**config.mk**
```make
export PLATFORM = sky130hd
export DESIGN_NAME = sorted_unique_priority_queue_top
export DESIGN_NICKNAME = d
export VERILOG_FILES = /design/src/hw/rtl/supq_pkg.sv /design/src/hw/rtl/supq_ctrl.sv /design/src/hw/rtl/supq_dp.sv /design/src/hw/rtl/sorted_unique_priority_queue_top.sv
export SDC_FILE = /design/constraint.sdc
export NUM_CORES = 2
export LEC_CHECK = 0
export BUFFER_PORTS_ARGS = -buffer_cell sky130_fd_sc_hd__buf_2
export CORE_MARGIN = 4
export CORE_UTILIZATION = 50
export DETAILED_ROUTE_END_ITERATION = 8
export PLACE_DENSITY = 0.72
export SLEW_MARGIN = 15
export SYNTH_ARGS = -nofsm -noshare
export SYNTH_HDL_FRONTEND = slang
export SYNTH_SLANG_ARGS = --single-unit
```
**constraint.sdc**
```tcl
create_clock -name clk_i -period 7 [get_ports clk_i]
set_input_delay 1.05 -clock clk_i [delete_from_list [all_inputs] [get_ports clk_i]]
set_output_delay 1.05 -clock clk_i [all_outputs]
set_load 0.01 [all_outputs]
```
**src/hw/rtl/supq_pkg.sv**
```systemverilog
// Shared types and constants for the sorted unique priority queue.
// No dependencies; imported by the controller, the datapath and the top level.

package supq_pkg;

  localparam int unsigned Capacity = 16;
  localparam int unsigned KeyW     = 32;
  localparam int unsigned CntW     = $clog2(Capacity + 1);
  localparam int unsigned OpW      = 2;
  localparam int unsigned StW      = 2;

  typedef logic signed [KeyW-1:0] key_t;
  typedef logic [CntW-1:0]        cnt_t;
  typedef logic [OpW-1:0]         op_t;
  typedef logic [StW-1:0]         status_t;

  localparam op_t OP_INSERT = 2'd0;
  localparam op_t OP_REMOVE = 2'd1;
  localparam op_t OP_POP    = 2'd2;

  localparam status_t ST_DONE     = 2'd0;
  localparam status_t ST_MISMATCH = 2'd1;
  localparam status_t ST_UNDERFLOW = 2'd2;
  localparam status_t ST_FULL     = 2'd3;

  // controller -> datapath commands
  typedef struct packed {
    logic capture;
    logic execute;
  } supq_cmd_t;

endpackage

```
**src/hw/rtl/supq_ctrl.sv**
```systemverilog
// Sequencer for the sorted unique priority queue: capture, execute, report.
// Depends on supq_pkg.

module supq_ctrl
  import supq_pkg::*;
(
  input  logic      clk_i,
  input  logic      rst_ni,
  input  logic      start_i,
  output logic      busy_o,
  output logic      done_o,
  output supq_cmd_t cmd_o
);

  localparam logic S_IDLE = 1'b0;
  localparam logic S_EXEC = 1'b1;

  logic state_q, state_d;
  logic done_q, done_d;
  logic accept;

  assign busy_o = (state_q == S_EXEC);
  assign accept = start_i && !busy_o;

  always_comb begin
    state_d = state_q;
    case (state_q)
      S_IDLE: begin
        if (accept) state_d = S_EXEC;
      end
      S_EXEC: begin
        state_d = S_IDLE;
      end
      default: begin
        state_d = S_IDLE;
      end
    endcase
  end

  assign done_d = (state_q == S_EXEC);

  always_ff @(posedge clk_i or negedge rst_ni) begin
    if (!rst_ni) begin
      state_q <= S_IDLE;
      done_q  <= 1'b0;
    end else begin
      state_q <= state_d;
      done_q  <= done_d;
    end
  end

  assign cmd_o.capture = accept;
  assign cmd_o.execute = (state_q == S_EXEC);
  assign done_o        = done_q;

`ifndef ASSERT_OFF
  a_accept_execs: assert property (@(posedge clk_i) disable iff (!rst_ni)
    cmd_o.capture |=> cmd_o.execute)
    else $error("accepted transaction not executed next cycle");

  a_exec_reports: assert property (@(posedge clk_i) disable iff (!rst_ni)
    cmd_o.execute |=> done_o && !cmd_o.execute)
    else $error("execute not followed by a single result strobe");

  a_busy_single: assert property (@(posedge clk_i) disable iff (!rst_ni)
    busy_o |=> !busy_o)
    else $error("busy held for more than one cycle");
`endif

endmodule

```
**src/hw/rtl/supq_dp.sv**
```systemverilog
// Datapath: a row of key cells kept in descending order, compared in parallel.
// Depends on supq_pkg; driven by supq_ctrl commands.

module supq_dp
  import supq_pkg::*;
(
  input  logic      clk_i,
  input  logic      rst_ni,
  input  supq_cmd_t cmd_i,
  input  op_t       opcode_i,
  input  key_t      key_i,
  output status_t   status_o,
  output key_t      popped_key_o,
  output cnt_t      count_o
);

  op_t     op_q;
  key_t    key_q;
  key_t    entry_q [Capacity];
  key_t    entry_d [Capacity];
  cnt_t    count_q, count_d;
  status_t status_q, status_d;
  key_t    popped_q, popped_d;

  logic [Capacity-1:0] valid, gt, eq, at_slot, prev_at;
  key_t    up [Capacity];
  key_t    dn [Capacity];
  logic    found, full, empty;
  logic    do_ins, do_rm, do_pop;

  // per-cell compare; sorted order makes gt a thermometer over valid cells
  always_comb begin
    for (int i = 0; i < Capacity; i++) begin
      valid[i]   = CntW'(i) < count_q;
      gt[i]      = valid[i] && (entry_q[i] > key_q);
      eq[i]      = valid[i] && (entry_q[i] == key_q);
      at_slot[i] = !gt[i];
    end
    prev_at[0] = 1'b0;
    up[0]      = key_q;
    for (int i = 1; i < Capacity; i++) begin
      prev_at[i] = at_slot[i-1];
      up[i]      = entry_q[i-1];
    end
    dn[Capacity-1] = entry_q[Capacity-1];
    for (int i = 0; i < Capacity - 1; i++) begin
      dn[i] = entry_q[i+1];
    end
  end

  assign found  = |eq;
  assign full   = (count_q == CntW'(Capacity));
  assign empty  = (count_q == '0);
  assign do_ins = (op_q == OP_INSERT) && !found && !full;
  assign do_rm  = (op_q == OP_REMOVE) && found;
  assign do_pop = (op_q == OP_POP) && !empty;

  always_comb begin
    for (int i = 0; i < Capacity; i++) begin
      if (do_ins) begin
        entry_d[i] = at_slot[i] ? (prev_at[i] ? up[i] : key_q) : entry_q[i];
      end else if (do_pop) begin
        entry_d[i] = dn[i];
      end else if (do_rm) begin
        entry_d[i] = at_slot[i] ? dn[i] : entry_q[i];
      end else begin
        entry_d[i] = entry_q[i];
      end
    end

    count_d = count_q;
    if (do_ins) begin
      count_d = count_q + CntW'(1);
    end else if (do_rm || do_pop) begin
      count_d = count_q - CntW'(1);
    end

    status_d = ST_DONE;
    case (op_q)
      OP_INSERT: begin
        if (found)     status_d = ST_MISMATCH;
        else if (full) status_d = ST_FULL;
      end
      OP_REMOVE: begin
        if (!found) status_d = ST_MISMATCH;
      end
      OP_POP: begin
        if (empty) status_d = ST_UNDERFLOW;
      end
      default: begin
        status_d = ST_DONE;
      end
    endcase

    popped_d = do_pop ? entry_q[0] : '0;
  end

  always_ff @(posedge clk_i or negedge rst_ni) begin
    if (!rst_ni) begin
      count_q <= '0;
    end else if (cmd_i.execute) begin
      count_q <= count_d;
    end
  end

  always_ff @(posedge clk_i) begin
    if (cmd_i.capture) begin
      op_q  <= opcode_i;
      key_q <= key_i;
    end
    if (cmd_i.execute) begin
      entry_q  <= entry_d;
      status_q <= status_d;
      popped_q <= popped_d;
    end
  end

  assign status_o     = status_q;
  assign popped_key_o = popped_q;
  assign count_o      = count_q;

`ifndef ASSERT_OFF
  a_count_bound: assert property (@(posedge clk_i) disable iff (!rst_ni)
    count_q <= CntW'(Capacity))
    else $error("count exceeds capacity");

  a_count_hold: assert property (@(posedge clk_i) disable iff (!rst_ni)
    !cmd_i.execute |=> $stable(count_q))
    else $error("count changed outside execute");

  a_sorted_head: assert property (@(posedge clk_i) disable iff (!rst_ni)
    (count_q > CntW'(1)) |-> (entry_q[0] > entry_q[1]))
    else $error("head pair out of descending order");
`endif

endmodule

```
**src/hw/rtl/sorted_unique_priority_queue_top.sv**
```systemverilog
// Top level of the sorted unique priority queue.
// Depends on supq_pkg, supq_ctrl and supq_dp.
//
// Usage:
//   Request channel: drive opcode_i (insert, remove, pop largest) and key_i,
//   raise start_i; the transaction is taken at an edge where busy is low.
//   Result channel: done_o is high for exactly one cycle with status_o,
//   popped_key_o and count_o; the receiver must take it in that cycle.
//   Sequence: the request is captured at the accepting edge, the execute
//   cycle then updates the result registers, and the result is on the
//   outputs with done_o once those registers are loaded.
//   Overlap: a new request is not accepted during the execute cycle, in
//   which all 16 key cells compare against the key in parallel and shift
//   in one step. A new request is accepted while the previous result is
//   on the outputs.
//   Reset: the store is empty and count is zero; no clearing pass is needed.
//   The receiver cannot stall; results are never held back.

module sorted_unique_priority_queue_top
  import supq_pkg::*;
(
  input  logic    clk_i,
  input  logic    rst_ni,
  input  logic    start_i,
  output logic    busy,
  input  op_t     opcode_i,
  input  key_t    key_i,
  output logic    done_o,
  output status_t status_o,
  output key_t    popped_key_o,
  output cnt_t    count_o
);

  supq_cmd_t cmd;

  supq_ctrl u_ctrl (
    .clk_i   (clk_i),
    .rst_ni  (rst_ni),
    .start_i (start_i),
    .busy_o  (busy),
    .done_o  (done_o),
    .cmd_o   (cmd)
  );

  supq_dp u_dp (
    .clk_i        (clk_i),
    .rst_ni       (rst_ni),
    .cmd_i        (cmd),
    .opcode_i     (opcode_i),
    .key_i        (key_i),
    .status_o     (status_o),
    .popped_key_o (popped_key_o),
    .count_o      (count_o)
  );

endmodule

```
==> results_dict.tcl <==
set metrics [dict create \
    period_share_pct 91.4 \
    slew_viol_final 0 \
    num_antenna_cells 0 \
    utilization_pct 54.7 \
    grt_setup_unrepaired "false" \
    core_area_sq_um 80800 \
    synth_area_sq_um 40900 \
    synthCells 3857 \
    clock-root-buffer "clkbuf_16" \
    dp_hpwl_um 86900 \
    grt_max_degree 240 \
    cts_resized 0 \
    end_kind "flip-flop" \
    avgSynthCellArea_sq_um 10.6 \
    worstPathMaxFanout 232 \
    ys_ff_latch 587 \
    p_leak_nw 19.0 \
    synthArstFlopShare_pct 1.19 \
    start_util_pct 50.6 \
    r2r_setup_slack_ns 0.60 \
    track_usage_pct 27.4 \
    area_growth_pct 8.19 \
    tns_ns 0 \
    hold_path.class "in2async" \
    yosysSeqAreaShare_pct 43.1 \
    nNetsFinal 4374 \
    outcome "finished, final reports clean" \
    reg2reg_from "u_dp.key_q[18]$_DFFE_PP_" \
    vdd_drop_max_v 0.000263 \
    synthFlopType "edfxtp_1" \
    routedWlPerCell_um 24.7 \
    die_width_um 294 \
    skew_ns 0.0265 \
    ff2ff_path_depth 13 \
    synth_fp_nets 4410 \
    r2r_end "u_dp.dn[410]$_DFFE_PP_" \
    clock_sinks 587 \
    clkTransAtPathRegs_ns 0.06 \
    period_needed_ns 6.40 \
    synth_edf_count 580 \
    crit_type "reg2reg" \
    setup_viol 0 \
    fmax_ghz 0.156 \
    met2WireLength_um 53700 \
    ys_types 65 \
    cts_buffers 67 \
    via_per_inst 6.41 \
    die_height_um 294 \
    vias 31600 \
    io_pins 78 \
    cp.arrival_ns 6.75 \
    top_layer_used "met5" \
    gp_congestion 0.984 \
    p_per_area_nw_per_um2 283 \
    wl_met3_um 9360 \
    timing_hold_violations_final 0 \
    cts.path.max_buffers 3 \
    drc 0 \
    startpoint_type "flip-flop" \
    worstMarginPinSlew_ns 1.16 \
    ys_warn_count 0 \
    drive_gt1_share_pct 8.12 \
    clock_latency_ns 0.61 \
    post_dp_cell_area_sq_um 42100 \
    overflow 0 \
    post_cts_buffers 0 \
    wl_um 122000 \
    antenna_found_initial 2 \
    grt_pass1_wl_um 184000 \
    die-area_sq_um 86300 \
    relSlewSlack_pct 22.4 \
    met1Wirelength_um 52500 \
    cts_max_level 3 \
    drtIter0Drc 3462 \
    rows 104 \
    hold_buffers 0 \
    cts_tree "built" \
    first_global_vias 30600 \
    first_pass_iters 6 \
    stdcell_area_sq_um 44200 \
    worstPathRequired_ns 7.35 \
    ant_nets 0 \
    cap_violations 0 \
    portBuffers 77 \
]
[layout by cell type, fill, tap and decap left out, drive strengths merged, types with 12 or more instances in the layout]
| master | instances |
|---|---|
| nand4 | 124 |
| o21ai | 159 |
| inv | 69 |
| nor3 | 45 |
| clkinv | 22 |
| edfxtp | 580 |
| o211ai | 13 |
| o21a | 26 |
| mux2 | 33 |
| buf | 150 |
| or2 | 12 |
| nor4 | 21 |
| and2 | 35 |
| a21o | 203 |
| a21oi | 541 |
| a22o | 31 |
| mux2i | 417 |
| a31oi | 15 |
| nor2 | 462 |
| nand3 | 12 |
| o22ai | 40 |
| nor2b | 30 |
| clkbuf | 87 |
| ha | 516 |
| nand2 | 96 |
[cells by family (layout without fill, tap and decap cells)]
group                    count (synthesis)  count (layout)  synth area share (%)
AO/OA/AOI/OAI                         1086            1086                  15.8
AND/OR/NAND/NOR                        889             889                  10.2
flip-flops                             587             587                  43.1
adder cells (fa/ha/maj)                516             516                  15.8
multiplexers                           450             450                  11.1
buffers and inverters                  323             331                  3.88
XOR/XNOR                                 6               6                 0.129
[stage by stage]
| stage | total power, mW | instances | hold WS (ns) | setup WS (ns) |
|---|---|---|---|---|
| finish | 12.5 | 4925 | 0.319 | 0.603 |
| global route | 13.1 | 4925 | 0.315 | 0.586 |
| CTS | 12.5 | 4923 | 0.286 | 0.827 |
| detailed placement | 9.06 | 4810 | 0.580 | 0.853 |
| global placement | 8.97 | 4810 | 0.568 | 0.997 |
| floorplan | 7.85 | 3857 | 0.552 | 1.80 |
[Yosys cell counts (all sizes together) (3+ instances only)]
| cell type | instances | area share [%] |
|---|---|---|
| a2111oi | 4 | 0.086 |
| a211o | 10 | 0.21 |
| a211oi | 11 | 0.20 |
| a21o | 203 | 3.7 |
| a21oi | 541 | 6.6 |
| a22o | 31 | 0.66 |
| a31oi | 15 | 0.23 |
| and2 | 35 | 0.54 |
| and4 | 11 | 0.24 |
| buf | 109 | 1.9 |
| clkbuf | 146 | 1.3 |
| dfrtp | 7 | 0.43 |
| edfxtp | 580 | 43 |
| ha | 516 | 16 |
| inv | 68 | 0.62 |
| mux2 | 33 | 0.91 |
| mux2i | 417 | 10 |
| nand2 | 96 | 0.88 |
| nand2b | 11 | 0.17 |
| nand3 | 12 | 0.15 |
| nand3b | 11 | 0.20 |
| nand4 | 124 | 1.9 |
| nor2 | 462 | 4.2 |
| nor2b | 30 | 0.46 |
| nor3 | 45 | 0.55 |
| nor4 | 21 | 0.36 |
| o211ai | 13 | 0.24 |
| o21a | 26 | 0.48 |
| o21ai | 159 | 1.9 |
| o221ai | 4 | 0.086 |
| o22ai | 40 | 0.61 |
| o32ai | 11 | 0.24 |
| or2 | 12 | 0.18 |
| or3 | 7 | 0.11 |
| or4 | 6 | 0.11 |
| xnor2 | 3 | 0.064 |
| xor2 | 3 | 0.064 |
[how the worst max path moves through the flow]
stage | from | to | cells after the start | slack, ns
global placement | u_dp.key_q[17]$_DFFE_PP_ | u_dp.dn[325]$_DFFE_PP_ | 11 | 1.0
finish | u_dp.key_q[18]$_DFFE_PP_ | u_dp.dn[410]$_DFFE_PP_ | 13 | 0.60
CTS | u_dp.key_q[18]$_DFFE_PP_ | u_dp.dn[322]$_DFFE_PP_ | 11 | 0.83
global route | u_dp.key_q[18]$_DFFE_PP_ | u_dp.dn[406]$_DFFE_PP_ | 13 | 0.59
detailed placement | u_dp.key_q[18]$_DFFE_PP_ | u_dp.dn[324]$_DFFE_PP_ | 11 | 0.85
floorplan | u_dp.key_q[23]$_DFFE_PP_ | u_dp.dn[64]$_DFFE_PP_ | 13 | 1.80
[final cells by class]
cell class | instances | area (sq um)
inverters | 68 | 255
repair buffers | 150 | 1060
well taps | 1060 | 1330
clock buffers | 87 | 1850
clock inverters | 26 | 188
fillers | 6880 | 36600
flip-flops and latches | 587 | 17600
multi-input cells | 2947 | 21900
[layer usage]
metal | global-route usage, % | vias up
met5 | 0 | -
li1 | - | 14600
met3 | 3.98 | 313
met1 | 37.9 | 15200
met4 | 13.2 | 2
met2 | 42.5 | 1491
[flip-flops by register name, indices dropped and copies added (netlist names)]
name               count
u_dp.count_o           5
u_dp.key_q            32
u_ctrl.busy_o          1
u_dp.dn              480
u_ctrl.done_o          1
u_dp.op_q              2
u_dp.status_o          2
u_dp.entry_q          32
u_dp.popped_key_o     32
[report_power, final]
part	switching [mW]	internal [mW]	total, mW	leakage (nW)
Clock	1.46	1.96	3.41	0.993
Combinational	2.62	1.71	4.33	12.6
Sequential	0.385	4.39	4.77	5.41
Total	4.46	8.05	12.5	19.0
[critical path: stages, from the launching register on]
cell	delay, ns
edfxtp_1	0.88
inv_1	0.64
ha_1	0.51
nand4_1	0.09
nor4_1	0.89
nand4_1	0.67
o221ai_1	0.39
nor2_1	0.18
and3_4	0.35
buf_4	0.40
buf_12	0.38
o21ai_0	0.23
a21oi_1	0.06
a22o_1	0.22
Power figures use the tool's default switching activity.
